`config.mk`:
```
export PLATFORM = sky130hd
export DESIGN_NAME = ib2s_out_fifo
export DESIGN_NICKNAME = d
export VERILOG_FILES = /design/src/rtl/ib2s_pkg.sv /design/src/rtl/ib2s_out_fifo.sv
export VERILOG_INCLUDE_DIRS = /design/src /design/src/rtl
export SDC_FILE = /design/constraint.sdc
export NUM_CORES = 1
export LEC_CHECK = 0
export ABC_AREA = 1
export BUFFER_PORTS_ARGS = -buffer_cell sky130_fd_sc_hd__clkbuf_2
export CELL_PAD_IN_SITES_DETAIL_PLACEMENT = 1
export CELL_PAD_IN_SITES_GLOBAL_PLACEMENT = 2
export CORE_UTILIZATION = 45
export CTS_BUF_LIST = sky130_fd_sc_hd__clkbuf_2 sky130_fd_sc_hd__clkbuf_4 sky130_fd_sc_hd__clkbuf_8
export DETAILED_ROUTE_END_ITERATION = 8
export GPL_TIMING_DRIVEN = 1
export PLACE_DENSITY = 0.95
export SLEW_MARGIN = 20
export SYNTH_ARGS = -nofsm -noshare
export SYNTH_HDL_FRONTEND = slang
export SYNTH_SLANG_ARGS = --single-unit
```
`constraint.sdc`:
```
create_clock -name clk -period 5.5 [get_ports clk]
set_input_delay 1.1 -clock clk [delete_from_list [all_inputs] [get_ports clk]]
set_output_delay 1.1 -clock clk [all_outputs]
set_load 0.02 [all_outputs]
```
`src/rtl/image_bin2x2_saturate_core_defines.svh`:
```
// ----------------------------------------------------------------------------
// image_bin2x2_saturate_core_defines
// Assertion macros shared by the binning core and its result queue.
// ----------------------------------------------------------------------------
`ifndef IMAGE_BIN2X2_SATURATE_CORE_DEFINES_SVH
`define IMAGE_BIN2X2_SATURATE_CORE_DEFINES_SVH

// same-cycle implication, off while reset is high
`define IB2S_ASSERT_NOW(label, clk, rst, ante, cons) \
  label: assert property (@(posedge clk) disable iff (rst) (ante) |-> (cons)) \
    else $error("same-cycle check failed");

// next-cycle implication, off while reset is high
`define IB2S_ASSERT_NEXT(label, clk, rst, ante, cons) \
  label: assert property (@(posedge clk) disable iff (rst) (ante) |=> (cons)) \
    else $error("next-cycle check failed");

`endif

```
`src/rtl/ib2s_pkg.sv`:
```
// ----------------------------------------------------------------------------
// ib2s_pkg
// Types and fixed constants of the 2x2 binning core.
// ----------------------------------------------------------------------------
package ib2s_pkg;

  // register indexes of the configuration port
  localparam logic [1:0] CFG_LINE_WIDTH   = 2'd0;
  localparam logic [1:0] CFG_FRAME_HEIGHT = 2'd1;
  localparam logic [1:0] CFG_SCALE_GAIN   = 2'd2;

  localparam int CFG_DATA_BITS = 16;

  // register reset values
  localparam logic [12:0] LINE_WIDTH_RESET   = 13'd4096;
  localparam logic [15:0] FRAME_HEIGHT_RESET = 16'd4096;
  localparam logic [15:0] SCALE_GAIN_RESET   = 16'd256;

  // gain is Q8.8 and the 2x2 sum is divided by four: shift by 8 + 2
  localparam int GAIN_SHIFT = 10;

  localparam int RESULT_MAX = 32767;
  localparam int RESULT_MIN = -32768;

  // result queue sizing
  localparam int OUT_DEPTH    = 8;
  localparam int OUT_PTR_BITS = 3;
  localparam int OUT_CNT_BITS = 4;

  typedef struct packed {
    logic signed [15:0] binned_value;
    logic               frame_end;
  } result_t;

endpackage

```
`src/rtl/ib2s_out_fifo.sv`:
```
// ----------------------------------------------------------------------------
// ib2s_out_fifo
// Small result queue between the arithmetic pipeline and the output channel.
// ----------------------------------------------------------------------------
`include "image_bin2x2_saturate_core_defines.svh"

module ib2s_out_fifo (
  input  logic                              clk,
  input  logic                              rst,
  input  logic                              push,
  input  ib2s_pkg::result_t                 push_data,
  input  logic                              pop,
  output ib2s_pkg::result_t                 head,
  output logic                              not_empty,
  output logic [ib2s_pkg::OUT_CNT_BITS-1:0] count
);

  import ib2s_pkg::*;

  result_t                 slots [OUT_DEPTH];
  logic [OUT_PTR_BITS-1:0] wr_ptr;
  logic [OUT_PTR_BITS-1:0] rd_ptr;

  // storage, no reset on payload
  always_ff @(posedge clk) begin
    if (push) begin
      slots[wr_ptr] <= push_data;
    end
  end

  // pointers and fill level
  always_ff @(posedge clk) begin
    if (rst) begin
      wr_ptr <= '0;
      rd_ptr <= '0;
      count  <= '0;
    end else begin
      if (push) begin
        wr_ptr <= wr_ptr + OUT_PTR_BITS'(1);
      end
      if (pop) begin
        rd_ptr <= rd_ptr + OUT_PTR_BITS'(1);
      end
      if (push && !pop) begin
        count <= count + OUT_CNT_BITS'(1);
      end else if (pop && !push) begin
        count <= count - OUT_CNT_BITS'(1);
      end
    end
  end

  assign head      = slots[rd_ptr];
  assign not_empty = (count != '0);

  // the credit scheme upstream must keep the queue from overflowing
  `IB2S_ASSERT_NOW(a_no_overflow, clk, rst, push && !pop, count < OUT_CNT_BITS'(OUT_DEPTH))
  // pointer distance matches the fill level
  `IB2S_ASSERT_NOW(a_ptr_level, clk, rst, count != OUT_CNT_BITS'(OUT_DEPTH), OUT_PTR_BITS'(wr_ptr - rd_ptr) == count[OUT_PTR_BITS-1:0])

endmodule

```
; After elaboration in Yosys (flattened, before gate mapping)
; Memory sizes are Yosys's and may differ from the RTL's. A register that Yosys moved wholly into a read port is not among the register bits.
; Index checks and enable logic that the tools add are counted.
; W data, S select, Z words.
[totals]
regBits = 10
latchBits = 0
ram_bits = 136
rom_bits = 0
elab_cells = 20
n_memories = 1
[classes]
add_sub_neg = 4
multipliers = 0
div_mod_pow = 0
magnitude_cmp = 0
n_eq_ne = 0
shifts = 0
muxes = 6
bitwise_logic = 0
reduce_logical = 6
[memory_table]
columns = memory, depth, word_bits, read_ports, rd_ports_with_merged_regs, write_ports, line_no
row1 = slots, 8, 17, 1, 1, 1, ib2s_out_fifo.sv:20  ; result_t slots [OUT_DEPTH];
[op_table]
columns = cell, count
row1 = $mux W4, 2
row2 = $add A3 B1 Y3 const B, 2
row3 = $mux W3, 2
row4 = $add A4 B1 Y4 const B, 1
row5 = $reduce_bool A4 Y1, 1
row6 = $sub A4 B1 Y4 const B, 1
row7 = $logic_and A1 B1 Y1, 2
row8 = $logic_not A1 Y1, 2
row9 = $mux W1, 2
row10 = $reduce_bool A2 Y1, 1

; Logic depth before layout (Yosys ltp)
; Gate-level depths: netlist of run 1.
[logic_depth]
word_depth = 4
mapped_depth = 11
ltp_nobuf = 11

; Worst setup path before layout of run 1
; Ideal clock, no wire load.
[synth_timing]
path_type = input -> register
from = in push
to = mem slots[0][0] in the netlist's numbering (enable)
setup_time_ns = 0.390
t_arrival_ns = 2.208
required_ns = 5.110
setup_slack_ns = 2.902
stages = 3
n_path_buf = 0
path_cell_list = inv_1 or2_2 nor2_1
[synth_between]
elab_chain_len = 2
[synth_lines]
columns = item, line_no
row1 = "start, declared", ib2s_out_fifo.sv:10  ; input logic push,
row2 = $mux W1, ib2s_out_fifo.sv:26  ; if (push) begin
row3 = $mux W1 (implied by the code), ib2s_out_fifo.sv:27  ; slots[wr_ptr] <= push_data;
row4 = "end, declared", ib2s_out_fifo.sv:20
; Every way passes these cells.

==> impl_results.md, run 1 <==
- Antenna cell count: 0
- Global-route wire length before repair: between 20000 and 25000 um
- Worst Setup Start Kind: flip-flop
- Capturing element type of the critical path: output port
- 1st-iter DRT viols: roughly 220
- Number of global-route vias before repair: approximately 4200
- Sequential power share: 55.3%
- Count of buffers inserted at the top-level ports: between 40 and 50
- DRT antenna net count: 0
- Number of failing hold endpoints at the final stage: 0
- Internal power: around 1700 uW
- Syn Nets: 567
- Combinational Power Share: between 10% and 20%
- Final standard cell utilization of the core: 51.3%
- Worst setup skew after layout: 0.0126 ns
- Signal arrival time at the worst endpoint: about 2.5 ns
- Cell family contributing the most delay on the critical path: buffers and inverters
- Total standard cell area after synthesis: ~0.0061 mm2
- Number of nets in the layout: between 600 and 700
- Number of clock buffers inserted by TritonCTS: 17
- DRC violations left: 0
- TritonCTS sink count: approximately 150
- CTS Hold Buffers Added: 0
- Worst-skew pair later-pin latency: 0.45 ns
- Number of max-capacitance violations reported: 0
- Time the worst path needs with I/O delays and setup: 3.61 ns
- Number of max-slew violations in the final report: 0
- Crit-path max FO: 69
- Remaining max-slew budget at the tightest pin: 49.6%
- Wire length reported by the detailed router: approximately 14000 um
- CTS tree: yes
- Root Driver: sky130_fd_sc_hd__clkbuf_8
- Total routing resource utilization after global routing: between 20% and 30%
- Clock buffer depth: 2
- X dimension of the die: approximately 120 um
- Filler instances: roughly 1400
- H-tree Lvls: 4
- Share of the cycle needed by the critical path after routing: between 60 and 70%
- Category of the critical setup timing path: reg2out
- Run status: finished clean
- Power density normalized to cell area: around 340 mW/mm2
- DR vias: between 3000 and 4000
- Non-filler instance count after layout: between 700 and 800
- Cell with the largest stage delay on the worst path: sky130_fd_sc_hd__buf_4
- Total gr overflow: 0
- Distinct cells, synth: 25
- Path type of the worst min-delay path: reg2reg
- Setup repair after global routing missed its margin: false
- Number of buffers and inverters on the critical path: 3
- Number of instances resized during post-cts repair: 0
- Area enclosed by the die boundary: about 0.014 mm2
- Sw Share: between 20% and 30%
- Placement row count: between 40 and 50
- Cell-by-cell listing of the critical path: buf_4, inv_4, o21ai_0, nand2_1, nand2_1, nand2_1, clkbuf_2
- Clk slew on worst S/H paths: about 0.080 ns
- Flop and latch count out of synthesis: about 150
- Number of post-CTS setup repair buffers: 0
- Count of TritonRoute iterations in the first routing pass: 4
- Reported leakage power: around 0.0026 uW
- Biggest cell delay along the critical path: between 0.5 and 0.6 ns
- Maximum number of pins on one net before global-route repair: 70
- Signed area change from the synthesized netlist to the final layout: 11.6%
- Synthesized netlist cell count: 540
- Sequential share of the synthesized area: a little under three quarters
- DP Wirelength: about 8000 um
- Instance count after placement with tap cells included: ~740
- CORE AREA: 0.0132 mm2
- Initial antenna violation count: 0
- P_sw: about 580 uW
- Initial core utilization: 45.9%
- Required arrival time at the worst endpoint: around 4.4 ns
- Syn Area/Cell: about 11 um2
- Max VDD drop: 0.000161 V
- Top achievable clock speed: 277 MHz
- Total negative slack for setup checks: 0 ns
- Average wire per standard cell: around 18 um
- Most frequent standard cell in the layout excluding fill and tap cells: sky130_fd_sc_hd__nor2_1
- Layout cell share with drive strength beyond 1: 14.2%
- Count of yosys warnings during synthesis: 0
- DIE HEIGHT: between 100 and 150 um
- Most frequent cells in the layout: sky130_fd_sc_hd__nor2_1, sky130_fd_sc_hd__edfxtp_1, sky130_fd_sc_hd__nand2_1
- Routability congestion estimate from global placement: a little over 0.7
- Clock Power Share: ~32%
- Via density per instance: 5.13
- Slew at the pin closest to its max-slew limit: between 0.7 and 0.8 ns
- Setup violators final: 0
- Post-Route Hold Slack: approximately 0.51 ns
- Cell type with the highest occurrence count on the critical path: sky130_fd_sc_hd__nand2_1
- IO Count: 43
## sequential cells by signal, summed over array words and instances, names as in the netlist, named ones only
name    count
rd_ptr      3
slots     136
wr_ptr      3
count       4
## Yosys cell counts
| master | n | area share (%) |
|---|---|---|
| sky130_fd_sc_hd__a211oi_1 | 1 | 0.12 |
| sky130_fd_sc_hd__a21oi_1 | 7 | 0.58 |
| sky130_fd_sc_hd__buf_2 | 13 | 1.1 |
| sky130_fd_sc_hd__buf_4 | 1 | 0.12 |
| sky130_fd_sc_hd__buf_6 | 5 | 0.93 |
| sky130_fd_sc_hd__clkbuf_1 | 6 | 0.37 |
| sky130_fd_sc_hd__clkbuf_2 | 1 | 0.083 |
| sky130_fd_sc_hd__clkinv_1 | 1 | 0.062 |
| sky130_fd_sc_hd__dfxtp_1 | 13 | 4.3 |
| sky130_fd_sc_hd__edfxtp_1 | 136 | 67 |
| sky130_fd_sc_hd__fa_1 | 1 | 0.33 |
| sky130_fd_sc_hd__ha_1 | 5 | 1.0 |
| sky130_fd_sc_hd__inv_1 | 11 | 0.68 |
| sky130_fd_sc_hd__inv_2 | 1 | 0.062 |
| sky130_fd_sc_hd__inv_4 | 1 | 0.10 |
| sky130_fd_sc_hd__nand2_1 | 106 | 6.6 |
| sky130_fd_sc_hd__nand3_1 | 4 | 0.33 |
| sky130_fd_sc_hd__nor2_1 | 152 | 9.4 |
| sky130_fd_sc_hd__nor3_1 | 1 | 0.083 |
| sky130_fd_sc_hd__nor3b_1 | 1 | 0.12 |
| sky130_fd_sc_hd__o21ai_0 | 36 | 3.0 |
| sky130_fd_sc_hd__o21ai_1 | 33 | 2.7 |
| sky130_fd_sc_hd__or2_2 | 2 | 0.21 |
| sky130_fd_sc_hd__xnor2_1 | 1 | 0.14 |
| sky130_fd_sc_hd__xor2_1 | 1 | 0.14 |
## worst paths after layout
kind	start	end	slack, ns	cells after the start
worst min register to register	wr_ptr[0]$_SDFFE_PP0P_	wr_ptr[0]$_SDFFE_PP0P_	0.51	2
worst max-delay path	flip-flop	head[3]	1.89	7
worst min-delay path	wr_ptr[0]$_SDFFE_PP0P_	wr_ptr[0]$_SDFFE_PP0P_	0.51	2
worst max register to register	wr_ptr[0]$_SDFFE_PP0P_	slots[4][10]$_DFFE_PP_	4.00	3
## worst register-to-register path, stage by stage (launching register included)
cell and delay (ns):
sky130_fd_sc_hd__dfxtp_1 0.34, sky130_fd_sc_hd__or2_2 0.36, sky130_fd_sc_hd__nor2_1 0.14, sky130_fd_sc_hd__buf_4 0.32
## area by class of cell
type                       count  area (um2)  share of cell area [%]
multi-input combinational    351        1500                    22.2
clock inverter                 8        58.8                   0.870
sequential                   149        4350                    64.3
clock buffer                  24         287                    4.24
timing repair buffer          53         293                    4.33
inverter                      14        55.1                   0.814
tap                          176         220                    3.26
## kinds of logic after synthesis
| logic type | synth area share [%] |
|---|---|
| buf+inv | 3.49 |
| compound gates | 6.40 |
| simple gates | 16.7 |
| xor+xnor | 0.289 |
| fa+ha+maj | 1.36 |
| flops | 71.7 |
## power by group through the flow
| stage | combinational [uW] | clock [uW] | sequential (uW) |
|---|---|---|---|
| after floorplan | 198 | 0 | 1310 |
| after global placement | 275 | 0 | 1300 |
| after detailed placement | 290 | 0 | 1300 |
| after CTS | 292 | 766 | 1280 |
| after global routing | 325 | 797 | 1280 |
| final | 286 | 749 | 1280 |
## per-stage QoR
| stage | cell area, um2 | setup slack, ns | total power [uW] |
|---|---|---|---|
| finish | 6760 | 1.89 | 2320 |
| floorplan | 6060 | 2.90 | 1510 |
| detailed placement | 6410 | 2.35 | 1600 |
| global placement | 6410 | 2.48 | 1580 |
| CTS | 6760 | 1.86 | 2340 |
| global route | 6760 | 1.67 | 2400 |
## layer usage
layer	global-route usage, %	wire length, um	part of all wire, %
met1	25.4	5750	42
met2	36.6	7210	53
met3	4.26	502	3.7
met4	9.38	235	1.7
met5	0	0	0
Power figures use the tool's default switching activity.
==> run 2, diff against run 1 <==
- CORE_UTILIZATION: 45 -> 42
- PLACE_DENSITY: 0.95 -> 0.94
- clock period: 5.5 -> 3.75 ns (I/O delays scaled with it)
==> impl_results.md, run 2 (synthesized netlist as in run 1, its figures left out) <==
- Number of max-slew violations in the final report: 0
- Reported leakage power: 0.00259 uW
- TritonCTS sink count: 149
- Count of buffers inserted at the top-level ports: 42
- Number of clock buffers inserted by TritonCTS: 17
- Cell type with the highest occurrence count on the critical path: sky130_fd_sc_hd__nand2_1
- Initial core utilization: 43.3%
- DR vias: between 4000 and 5000
- CTS Hold Buffers Added: 0
- Power density normalized to cell area: a little over 500 mW/mm2
- Number of max-capacitance violations reported: 0
- Max VDD drop: about 0.00029 V
- Category of the critical setup timing path: reg2out
- Routability congestion estimate from global placement: between 0.7 and 0.8
- Register with the highest flop count: slots
- Placement row count: 43
- Combinational Power Share: between 10% and 20%
- Time the worst path needs with I/O delays and setup: between 3 and 4 ns
- 1st-iter DRT viols: 200
- Worst-skew pair later-pin latency: approximately 0.45 ns
- DRC violations left: 0
- DP Wirelength: ~8600 um
- Total routing resource utilization after global routing: around a fifth
- Maximum number of pins on one net before global-route repair: between 60 and 70
- Number of post-CTS setup repair buffers: 0
- Initial antenna violation count: 0
- Count of TritonRoute iterations in the first routing pass: 4
- Signed area change from the synthesized netlist to the final layout: 12.5%
- Worst Setup Start Kind: flip-flop
- X dimension of the die: 122 um
- CORE AREA: 0.0140 mm2
- Path type of the worst min-delay path: reg2reg
- P_sw: ~870 uW
- Via density per instance: 5.21
- Setup repair after global routing missed its margin: false
- Total negative slack for setup checks: 0 ns
- Number of buffers and inverters on the critical path: 2
- Number of instances resized during post-cts repair: 0
- Sw Share: between 20 and 25%
- Root Driver: sky130_fd_sc_hd__clkbuf_8
- DIE HEIGHT: 122 um
- Capturing element type of the critical path: output port
- Dpl cell area: about 0.0064 mm2
- Crit-path max FO: 35
- Max FFs per register: approximately 140
- Total gr overflow: 0
- Most frequent standard cell in the layout excluding fill and tap cells: sky130_fd_sc_hd__nor2_1
- Reg2reg start: wr_ptr[0]$_SDFFE_PP0P_
- Cell family contributing the most delay on the critical path: flip-flops
- Worst min-delay path startpoint: wr_ptr[0]$_SDFFE_PP0P_
- Stages on worst setup path: 8
- Required arrival time at the worst endpoint: 3.00 ns
- Sequential power share: between 50% and 60%
- Signal arrival time at the worst endpoint: roughly 2.5 ns
- Setup violators final: 0
- Post-placement setup slack: 0.981 ns
- Run status: finished clean
- Remaining max-slew budget at the tightest pin: a little over half
- Cell with the largest stage delay on the worst path: sky130_fd_sc_hd__dfxtp_2
- Antenna cell count: 0
- CTS tree: yes
- Top achievable clock speed: 309 MHz
- Clock Power Share: about a third
- IO Count: 43
- Slew at the pin closest to its max-slew limit: 0.696 ns
- Layout cell share with drive strength beyond 1: around 14%
- Number of nets in the layout: 614
- Non-filler instance count after layout: a little under 800
- Area enclosed by the die boundary: about 0.015 mm2
- Global-route wire length before repair: between 20000 and 25000 um
- DRT antenna net count: 0
- Final standard cell utilization of the core: between 40 and 50%
- Biggest cell delay along the critical path: slightly below 0.8 ns
- Most frequent cells in the layout: sky130_fd_sc_hd__nor2_1, sky130_fd_sc_hd__edfxtp_1, sky130_fd_sc_hd__nand2_1
- Clock buffer depth: 2
- Hold path depth: 2
- Instance count after placement with tap cells included: 748
- Number of global-route vias before repair: approximately 4300
- Cell-by-cell listing of the critical path: buf_4, nor2_1, nor2_1, o21ai_0, nand2_1, nand2_1, nand2_1, clkbuf_2
- Summed area of non-filler cells in the final layout: about 0.007 mm2
- Number of failing hold endpoints at the final stage: 0
- Internal power: 2670 uW
- Worst reg-to-reg path cell count: 3
- Registers with the most flip-flops: slots x136, count x4
- Average wire per standard cell: about 18 um
- Worst setup skew after layout: roughly 0.0083 ns
- Clk slew on worst S/H paths: roughly 0.070 ns
- Share of the cycle needed by the critical path after routing: 86.2%
- Wire length reported by the detailed router: about 14000 um
- H-tree Lvls: 4
- Setup ws final: 0.517 ns
## run 2: cell type report
class	count	area (um2)
sequential	149	4350
inverter	14	55.1
fill	1558	7180
clock buffer	23	279
multi-input combinational	351	1500
tap	180	225
clock inverter	7	106
timing repair buffer	54	300
## run 2: path summary, 6_finish.rpt
kind | end | slack, ns
worst max-delay path | head[16] | 0.52
worst min-delay path | wr_ptr[0]$_SDFFE_PP0P_ | 0.50
worst min register to register | wr_ptr[0]$_SDFFE_PP0P_ | 0.50
worst max register to register | slots[2][1]$_DFFE_PP_ | 2.30
## run 2: tightest hold or removal path: cells and delay by family, from the launching register on
| family | cells | cell delay [ns] |
|---|---|---|
| flip-flops | 1 | 0.34 |
| AO/OA/AOI/OAI | 1 | 0.05 |
| AND/OR/NAND/NOR | 1 | 0.07 |
## run 2: layer usage
layer / vias up / global-route usage, % / wire length [um]
li1: 1912 / - / -
met5: - / 0 / 0
met2: 78 / 35.0 / 7350
met3: 26 / 4.82 / 466
met4: 0 / 8.23 / 260
met1: 2034 / 25.2 / 6090
## run 2: power groups by stage
stage               Sequential, uW  Combinational (uW)  Clock (uW)
CTS                           1890                 426        1250
finish                        1890                 419        1230
floorplan                     1920                 290           0
detailed placement            1930                 422           0
global placement              1920                 397           0
global route                  1890                 471        1310
## run 2: per-stage QoR
stage | total power (uW) | hold WS, ns
finish | 3540 | 0.505
global route | 3680 | 0.541
CTS | 3560 | 0.507
detailed placement | 2350 | 0.483
global placement | 2320 | 0.475
floorplan | 2210 | 0.457
